--- src/rtl/core/tba_pkg.sv ---
package tba_pkg;

    // Configuration register indexes
    localparam logic CFG_COLUMNS = 1'b0;
    localparam logic CFG_ROWS    = 1'b1;

    localparam int CFG_W = 9;

    // Result status codes
    localparam logic [1:0] ST_GRANTED = 2'd0;
    localparam logic [1:0] ST_FULL    = 2'd1;
    localparam logic [1:0] ST_FREED   = 2'd2;
    localparam logic [1:0] ST_RANGE   = 2'd3;

    // Request actions
    localparam logic ACT_ALLOC = 1'b0;
    localparam logic ACT_FREE  = 1'b1;

    typedef struct packed {
        logic       action;
        logic [7:0] tile_number;
    } t_req;

    typedef struct packed {
        logic [1:0] status;
        logic [7:0] granted_tile;
        logic [7:0] tile_column;
        logic [7:0] tile_row;
    } t_rsp;

endpackage

--- src/rtl/core/tile_block_allocator_unit.sv ---
// First-fit tile allocator for an atlas grid of equal tiles.
//
// Request channel: drive i_req and raise start; the transaction is taken
// at a rising edge where start is high and busy is low. An allocate claims
// the lowest free tile below columns * rows (capped at MAX_TILES) and
// returns its number, column and row; a free clears an in-range tile's bit.
// Result channel: o_rsp is shown for one cycle with o_done high. The
// receiver cannot hold results off, so there is no back-pressure.
// Configuration: i_cfg_we writes i_cfg_data to register i_cfg_idx
// (0 columns, 1 rows) at once; write only while busy is low.
// Sequencing: a free passes through the prep, wait and free states before
// o_done. An allocate scans the used store one 32-tile row at a time (a
// memory read in wait, a check in scan); on a hit a bit-serial divider
// then yields the row and column.
// One transaction is worked on at a time; busy stays high meanwhile.
// Reset: a clearing pass writes every row of the used store to zero with
// busy high; registers return to 16 x 16.
module tile_block_allocator_unit #(
    parameter int MAX_TILES = 256
) (
    input  logic                          i_clk,
    input  logic                          i_rst_n,
    input  logic                          start,
    output logic                          busy,
    input  tba_pkg::t_req                 i_req,
    output logic                          o_done,
    output tba_pkg::t_rsp                 o_rsp,
    input  logic                          i_cfg_we,
    input  logic                          i_cfg_idx,
    input  logic [tba_pkg::CFG_W-1:0]     i_cfg_data
);
    import tba_pkg::*;

    localparam int WORD_W  = 32;
    localparam int WORDS   = (MAX_TILES + WORD_W - 1) / WORD_W;
    localparam int ADDR_W  = (WORDS > 1) ? $clog2(WORDS) : 1;
    localparam int TILE_W  = $clog2(MAX_TILES);
    localparam int CNT_W   = $clog2(MAX_TILES + 1);
    localparam int VAL_W   = ((CNT_W > 8) ? CNT_W : 8) + 2;
    localparam int BIT_W   = (TILE_W > 1) ? $clog2(TILE_W) : 1;
    localparam int PROD_W  = 2 * CFG_W;

    localparam logic [2:0] S_CLEAR = 3'd0;
    localparam logic [2:0] S_IDLE  = 3'd1;
    localparam logic [2:0] S_PREP  = 3'd2;
    localparam logic [2:0] S_WAIT  = 3'd3;
    localparam logic [2:0] S_SCAN  = 3'd4;
    localparam logic [2:0] S_FREE  = 3'd5;
    localparam logic [2:0] S_DIV   = 3'd6;

    logic [2:0]         r_state, n_state;
    logic [CFG_W-1:0]   r_cols, r_rows;
    t_req               r_req;
    logic [CNT_W-1:0]   r_count;
    logic [ADDR_W-1:0]  r_addr;
    logic [WORD_W-1:0]  r_mem [WORDS];
    logic [WORD_W-1:0]  r_rdata;
    logic [TILE_W-1:0]  r_tile;
    logic [TILE_W-1:0]  r_quo;
    logic [CFG_W:0]     r_rem;
    logic [BIT_W-1:0]   r_bit;
    logic               r_done;
    t_rsp               r_rsp;

    logic               mem_we;
    logic [WORD_W-1:0]  mem_wdata;

    // Tile count: product capped at MAX_TILES
    logic [PROD_W-1:0]  prod;
    logic [CNT_W-1:0]   cap_count;

    // Scan view of the current row
    logic [VAL_W-1:0]   base;
    logic [VAL_W-1:0]   remain;
    logic [VAL_W-1:0]   tile_wide;
    logic [WORD_W-1:0]  free_bits;
    logic               hit;
    logic [4:0]         hit_idx;
    logic               last_row;
    logic               in_range;

    // Divider step
    logic [CFG_W:0]     rem_sh;
    logic               rem_ge;

    assign busy   = (r_state != S_IDLE);
    assign o_done = r_done;
    assign o_rsp  = r_rsp;

    always_comb begin
        prod = PROD_W'(r_cols) * PROD_W'(r_rows);
        if (prod > PROD_W'(MAX_TILES)) begin
            cap_count = CNT_W'(MAX_TILES);
        end else begin
            cap_count = prod[CNT_W-1:0];
        end
    end

    assign base      = VAL_W'(r_addr) << 5;
    assign remain    = (VAL_W'(r_count) > base) ? (VAL_W'(r_count) - base) : '0;
    assign last_row  = (base + VAL_W'(WORD_W)) >= VAL_W'(r_count);
    assign tile_wide = VAL_W'(r_req.tile_number);
    assign in_range  = tile_wide < VAL_W'(r_count);

    always_comb begin
        for (int b = 0; b < WORD_W; b++) begin
            free_bits[b] = !r_rdata[b] && (VAL_W'(b) < remain);
        end
    end

    // Lowest free bit of the row
    always_comb begin
        hit     = 1'b0;
        hit_idx = '0;
        for (int b = WORD_W - 1; b >= 0; b--) begin
            if (free_bits[b]) begin
                hit     = 1'b1;
                hit_idx = 5'(b);
            end
        end
    end

    assign rem_sh = {r_rem[CFG_W-1:0], r_tile[r_bit]};
    assign rem_ge = rem_sh >= {1'b0, r_cols};

    // Used-store write port
    always_comb begin
        mem_we    = 1'b0;
        mem_wdata = r_rdata;
        unique case (r_state)
            S_CLEAR: begin
                mem_we    = 1'b1;
                mem_wdata = '0;
            end
            S_SCAN: begin
                mem_we = hit;
                mem_wdata[hit_idx] = 1'b1;
            end
            S_FREE: begin
                mem_we = in_range;
                mem_wdata[r_req.tile_number[4:0]] = 1'b0;
            end
            default: begin
                mem_we = 1'b0;
            end
        endcase
    end

    always_ff @(posedge i_clk) begin
        if (mem_we) begin
            r_mem[r_addr] <= mem_wdata;
        end
        r_rdata <= r_mem[r_addr];
    end

    always_comb begin
        n_state = r_state;
        unique case (r_state)
            S_CLEAR: if (r_addr == ADDR_W'(WORDS - 1)) n_state = S_IDLE;
            S_IDLE:  if (start) n_state = S_PREP;
            S_PREP:  n_state = S_WAIT;
            S_WAIT:  n_state = (r_req.action == ACT_FREE) ? S_FREE : S_SCAN;
            S_SCAN: begin
                if (hit) begin
                    n_state = S_DIV;
                end else if (last_row) begin
                    n_state = S_IDLE;
                end else begin
                    n_state = S_WAIT;
                end
            end
            S_FREE:  n_state = S_IDLE;
            S_DIV:   if (r_bit == '0) n_state = S_IDLE;
            default: n_state = S_IDLE;
        endcase
    end

    always_ff @(posedge i_clk) begin
        if (!i_rst_n) begin
            r_state <= S_CLEAR;
            r_addr  <= '0;
            r_cols  <= CFG_W'(16);
            r_rows  <= CFG_W'(16);
            r_done  <= 1'b0;
        end else begin
            r_state <= n_state;
            r_done  <= 1'b0;

            if (i_cfg_we) begin
                if (i_cfg_idx == CFG_COLUMNS) begin
                    r_cols <= i_cfg_data;
                end else begin
                    r_rows <= i_cfg_data;
                end
            end

            unique case (r_state)
                S_CLEAR: begin
                    r_addr <= r_addr + ADDR_W'(1);
                end
                S_IDLE: begin
                    r_req <= i_req;
                end
                S_PREP: begin
                    r_count <= cap_count;
                    // Free addresses its own row; allocate starts at row zero
                    if (r_req.action == ACT_FREE) begin
                        r_addr <= ADDR_W'(tile_wide >> 5);
                    end else begin
                        r_addr <= '0;
                    end
                end
                S_WAIT: begin
                    r_addr <= r_addr;
                end
                S_SCAN: begin
                    if (hit) begin
                        r_tile <= TILE_W'(base + VAL_W'(hit_idx));
                        r_quo  <= '0;
                        r_rem  <= '0;
                        r_bit  <= BIT_W'(TILE_W - 1);
                    end else if (last_row) begin
                        r_done <= 1'b1;
                        r_rsp  <= '{status: ST_FULL, granted_tile: 8'd0,
                                    tile_column: 8'd0, tile_row: 8'd0};
                    end else begin
                        r_addr <= r_addr + ADDR_W'(1);
                    end
                end
                S_FREE: begin
                    r_done <= 1'b1;
                    r_rsp  <= '{status: (in_range ? ST_FREED : ST_RANGE),
                                granted_tile: 8'd0, tile_column: 8'd0, tile_row: 8'd0};
                end
                S_DIV: begin
                    // One restoring-division step per cycle, MSB first
                    r_quo[r_bit] <= rem_ge;
                    r_rem        <= rem_ge ? (rem_sh - {1'b0, r_cols}) : rem_sh;
                    if (r_bit == '0) begin
                        r_done                   <= 1'b1;
                        r_rsp.status             <= ST_GRANTED;
                        r_rsp.granted_tile       <= 8'(16'(r_tile));
                        r_rsp.tile_column        <= rem_ge ? 8'(rem_sh - {1'b0, r_cols})
                                                           : 8'(rem_sh);
                        r_rsp.tile_row           <= 8'(16'({r_quo[TILE_W-1:1], rem_ge}));
                    end else begin
                        r_bit <= r_bit - BIT_W'(1);
                    end
                end
                default: begin
                    r_addr <= r_addr;
                end
            endcase
        end
    end

`ifndef SYNTHESIS
    // No result may appear while the used store is being cleared
    a_no_done_in_clear: assert property (@(posedge i_clk) disable iff (!i_rst_n)
        (r_state == S_CLEAR) |-> !o_done)
        else $error("result strobe during clearing pass");

    // A freshly accepted transaction cannot answer in the next cycle
    a_no_instant_result: assert property (@(posedge i_clk) disable iff (!i_rst_n)
        (start && !busy) |=> !o_done)
        else $error("result one cycle after accept");

    // Non-grant results carry zero tile fields
    a_zero_fields: assert property (@(posedge i_clk) disable iff (!i_rst_n)
        (o_done && o_rsp.status != ST_GRANTED) |->
        (o_rsp.granted_tile == 8'd0 && o_rsp.tile_column == 8'd0 && o_rsp.tile_row == 8'd0))
        else $error("non-grant result with tile fields set");

    // A granted column always lies inside the grid width
    a_column_bound: assert property (@(posedge i_clk) disable iff (!i_rst_n)
        (o_done && o_rsp.status == ST_GRANTED) |-> ({1'b0, o_rsp.tile_column} < r_cols))
        else $error("granted column outside grid");
`endif

endmodule
--- config.mk ---
export PLATFORM = sky130hd
export DESIGN_NAME = tile_block_allocator_unit
export DESIGN_NICKNAME = d
export VERILOG_FILES = /design/src/rtl/core/tba_pkg.sv /design/src/rtl/core/tile_block_allocator_unit.sv
export SDC_FILE = /design/constraint.sdc
export NUM_CORES = 1
export LEC_CHECK = 0
export BUFFER_PORTS_ARGS = -buffer_cell sky130_fd_sc_hd__buf_2
export CAP_MARGIN = 40
export CELL_PAD_IN_SITES_DETAIL_PLACEMENT = 1
export CELL_PAD_IN_SITES_GLOBAL_PLACEMENT = 1
export CORE_MARGIN = 8
export CORE_UTILIZATION = 47
export DETAILED_ROUTE_END_ITERATION = 10
export GPL_TIMING_DRIVEN = 0
export PLACE_DENSITY = 0.79
export SLEW_MARGIN = 20
export SYNTH_ARGS = -nofsm -noshare
export SYNTH_HDL_FRONTEND = slang
export SYNTH_SLANG_ARGS = --single-unit
export TNS_END_PERCENT = 30
--- constraint.sdc ---
create_clock -name i_clk -period 6.2 [get_ports i_clk]
set_input_delay 0 -clock i_clk [delete_from_list [all_inputs] [get_ports i_clk]]
set_output_delay 0 -clock i_clk [all_outputs]
set_load 0.01 [all_outputs]
==> key figures <==
Yosys
  – Largest area contributor in the synthesized netlist: edfxtp_1
  – Main area contributors after synthesis: edfxtp_1 (51%), dfxtp_1 (6.0%), fa_1 (5.5%)
  – Synthesized area: around 19,000 µm²
  – Post-synthesis cell count: 1,559
  – Share of synthesized registers carrying an async set or reset: 0
  – Number of synthesized flops with an enable pin: roughly 330
  – Sequential share of the synthesized area: 0.574
  – Avg Inst Size Synth: 12.2 µm²
  – Top-area cell type share of the netlist area: 0.515
  – #FFs+latches synth: 384
  – Post-synth net total: 1,699
  – Post-synthesis cell type count: 95
  – Synth warn: 0
  – Most used DFF post-synth: edfxtp_1

Drt
  – DRT Wirelength: 63,000 µm
  – DRT Pass-1 Iters: 8
  – Wire per inst: 27.4 µm
  – Post-DRT Antenna Nets: 0
  – 1st-iter DRT viols: 1,740
  – # DRC: 0
  – Drt via density: 6.33
  – Routed via count: roughly 15,000

Critical path
  – Setup CP Type: register to register
  – RR Endpoint: r_count[8]
  – Worst Reg-to-Reg Cells: 19
  – Crit path max fanout: 10
  – Reg2Reg Setup Slack: 0.26 ns
  – Worst Path Required: 6.50 ns
  – Crit path capture type: register
  – Worst r2r src: r_cols[6]
  – CP Launch Type: register
  – Critical Path AT: 6.25 ns

Run status
  – Status: finished clean

Layout
  – Final Util: 0.553
  – Fin cells: between 2,000 and 2,500
  – Commonest non-fill, non-tap cell in the layout: edfxtp_1
  – Area grow syn2layout: 17.2%
  – Final #Nets: 1,876
  – Antenna cell count: 0
  – Share of layout cells above drive strength 1: 0.138
  – Commonest non-fill, non-tap cells in the layout: edfxtp_1 (327), nand2_1 (136), a22oi_1 (128)

Die
  – Core ar.: 40,500 µm²
  – Die span in y: 217 µm
  – Initial Utilization: 0.472
  – Std cell rows: 74
  – DIE WIDTH: 217 µm
  – IO Pins: between 50 and 60
  – Full die area: ~47,000 µm²

Power and ir drop
  – NetSw: 3.54 mW
  – Clk pwr share: 0.241
  – Logic pwr share: 0.328
  – LEAKAGE: 8.44 nW
  – Peak supply drop: 334 µV
  – Pwr per Cell Area: 424 nW/µm²
  – Seq pwr share: 0.431
  – Net Sw Frac: 0.373
  – Int Pwr: 5.95 mW

Clocking
  – Clk root buf: clkbuf_16
  – CTS tree: yes
  – CTS Sinks: 384
  – CTS max path bufs: 3
  – H-tree levels: 2
  – CTS-repair resized insts: 0
  – CTS Buf Count: 39
  – Clock Latency Late Sink: 0.57 ns
  – Clock-pin slew on the worst setup and hold paths: ~0.07 ns

Placement
  – GP Congestion: 0.940
  – Port Buffer Count: 49
  – DP HPWL: about 45,000 µm
  – Cell Count Post-Placement: 2,182

Global routing
  – Largest net degree at the start of global routing: 17
  – Vias in the first global route: 15,400
  – Grt ovf: 0
  – Initial antenna violation count: 3
  – First-pass GRT wire length: 95,900 µm
  – GRT Total Usage: 0.266

STA
  – Layout Skew: 0.0242 ns
  – Final hold vios: 0
  – Unrepaired setup endpoints after global routing: false
  – Max Clk Rate: 168 MHz
  – Worst slew margin: 0.349
  – Final period utilization: 0.959
  – Slew @ Worst Pin: 0.977 ns
  – Period minus WS final: roughly 5.9 ns
  – Final Max Slew Viols: 0
  – Setup-failing EPs final: 0

Worst hold path
  – Hold depth: 2
  – Path type of the worst min-delay path: primary input to register
  – HP Start: i_req[3]
  – Worst min-delay path endpoint: r_req[3]

Job
  – Total of max-cap violations: 0
## registers in the layout, summed over array words and instances (netlist names)
name,cells
r_cols,9
r_state,3
r_mem,256
r_count,9
o_rsp,26
r_quo,7
r_rem,9
r_bit,3
o_done,1
r_rows,9
r_req,9
r_addr,3
r_rdata,32
r_tile,8
## critical path, stage by stage, from the launching register on
cell	delay [ns]
dfxtp_1	0.34
clkbuf_1	0.46
nand2_1	0.16
fa_1	0.55
inv_1	0.07
fa_1	0.52
inv_1	0.05
fa_1	0.47
fa_1	0.56
inv_1	0.05
ha_1	0.30
o21ai_0	0.11
a21boi_0	0.13
o21ai_0	0.31
a21boi_0	0.24
o21a_1	0.25
a2111o_1	0.45
a2111oi_2	0.31
buf_2	0.27
nand2_1	0.09
## through the flow
step	worst slack, ns	power (mW)	area [µm²]	setup TNS [ns]	hold WS, ns
5_1_grt	0.0253	9.82	22400	0	0.143
3_5_place_dp	0.0733	7.02	20700	0	0.178
2_1_floorplan	0.353	5.59	19100	0	0.0989
4_1_cts	0.0143	9.32	22200	0	0.124
3_3_place_gp	-3.10	6.58	20000	-423.96	0.179
6_report	0.257	9.49	22400	0	0.150
## synth_stat cells, types with 5 or more instances
cell type / n
a211oi_1: 21
ha_1: 65
and3_1: 15
nor2b_1: 15
a22oi_1: 128
o211ai_1: 6
o41ai_1: 12
a21boi_0: 7
nand2b_1: 6
o21ai_0: 58
nor3_1: 21
buf_6: 6
a31o_2: 8
nand4_1: 39
a31oi_1: 16
o22ai_1: 5
inv_1: 115
clkbuf_1: 67
nor2_1: 45
edfxtp_1: 327
dfxtp_1: 57
a21oi_1: 93
o21a_1: 8
nand2_1: 136
fa_1: 52
or3_1: 5
and2_1: 59
a21o_1: 15
nand3_1: 12
xnor2_1: 8
o31ai_1: 21
## worst max-delay path by stage
stage,start,endpoint,slack [ns],cells after the start
6_report,r_cols[6],r_count[8],0.26,19
5_1_grt,r_cols[3],r_count[8],0.03,17
4_1_cts,r_cols[7],r_count[8],0.01,18
3_5_place_dp,r_addr[1],r_mem[5][26],0.07,14
3_3_place_gp,r_addr[0],r_mem[7][25],-3.10,13
2_1_floorplan,r_addr[1],r_mem[5][0],0.35,12
## area by class of cell
type,count,area (µm²)
clock buffers,56,1040
multi-input cells,975,7540
inverters,116,435
fillers,4073,18100
plain buffers,84,387
well taps,532,666
clock inverters,14,170
repair buffers,136,1160
flip-flops and latches,384,11000
## routing by layer
layer,global-route usage,share of wire,vias up
li1,-,-,6251
met1,0.342,0.39,7394
met2,0.448,0.48,748
met3,0.0490,0.089,156
met4,0.0960,0.034,2
met5,0,0.00016,-
## cells by family (layout without fill, tap and decap cells)
kind of cell	count (synthesis)	in the layout	share of synthesized area
XOR/XNOR	9	9	0.00413
flip-flops	384	384	0.574
AND/OR/NAND/NOR	382	382	0.104
buffers and inverters	200	406	0.0431
AO/OA/AOI/OAI	459	459	0.171
adder cells (fa/ha/maj)	118	118	0.0977
multiplexers	7	7	0.00531
## power groups by stage
stage	Combinational (mW)	Sequential (mW)	Clock [mW]
after floorplan	1.69	3.90	0
after global placement	2.46	4.12	0
after detailed placement	2.91	4.11	0
after CTS	2.95	4.07	2.30
after global routing	3.31	4.11	2.39
final	3.11	4.09	2.28
## timing repair
action	CTS	global route
hold buffers	25	0
buffers inserted	0	0
endpoints found under the hold margin	31	0
Note: power is estimated with default switching activity, not from simulation.
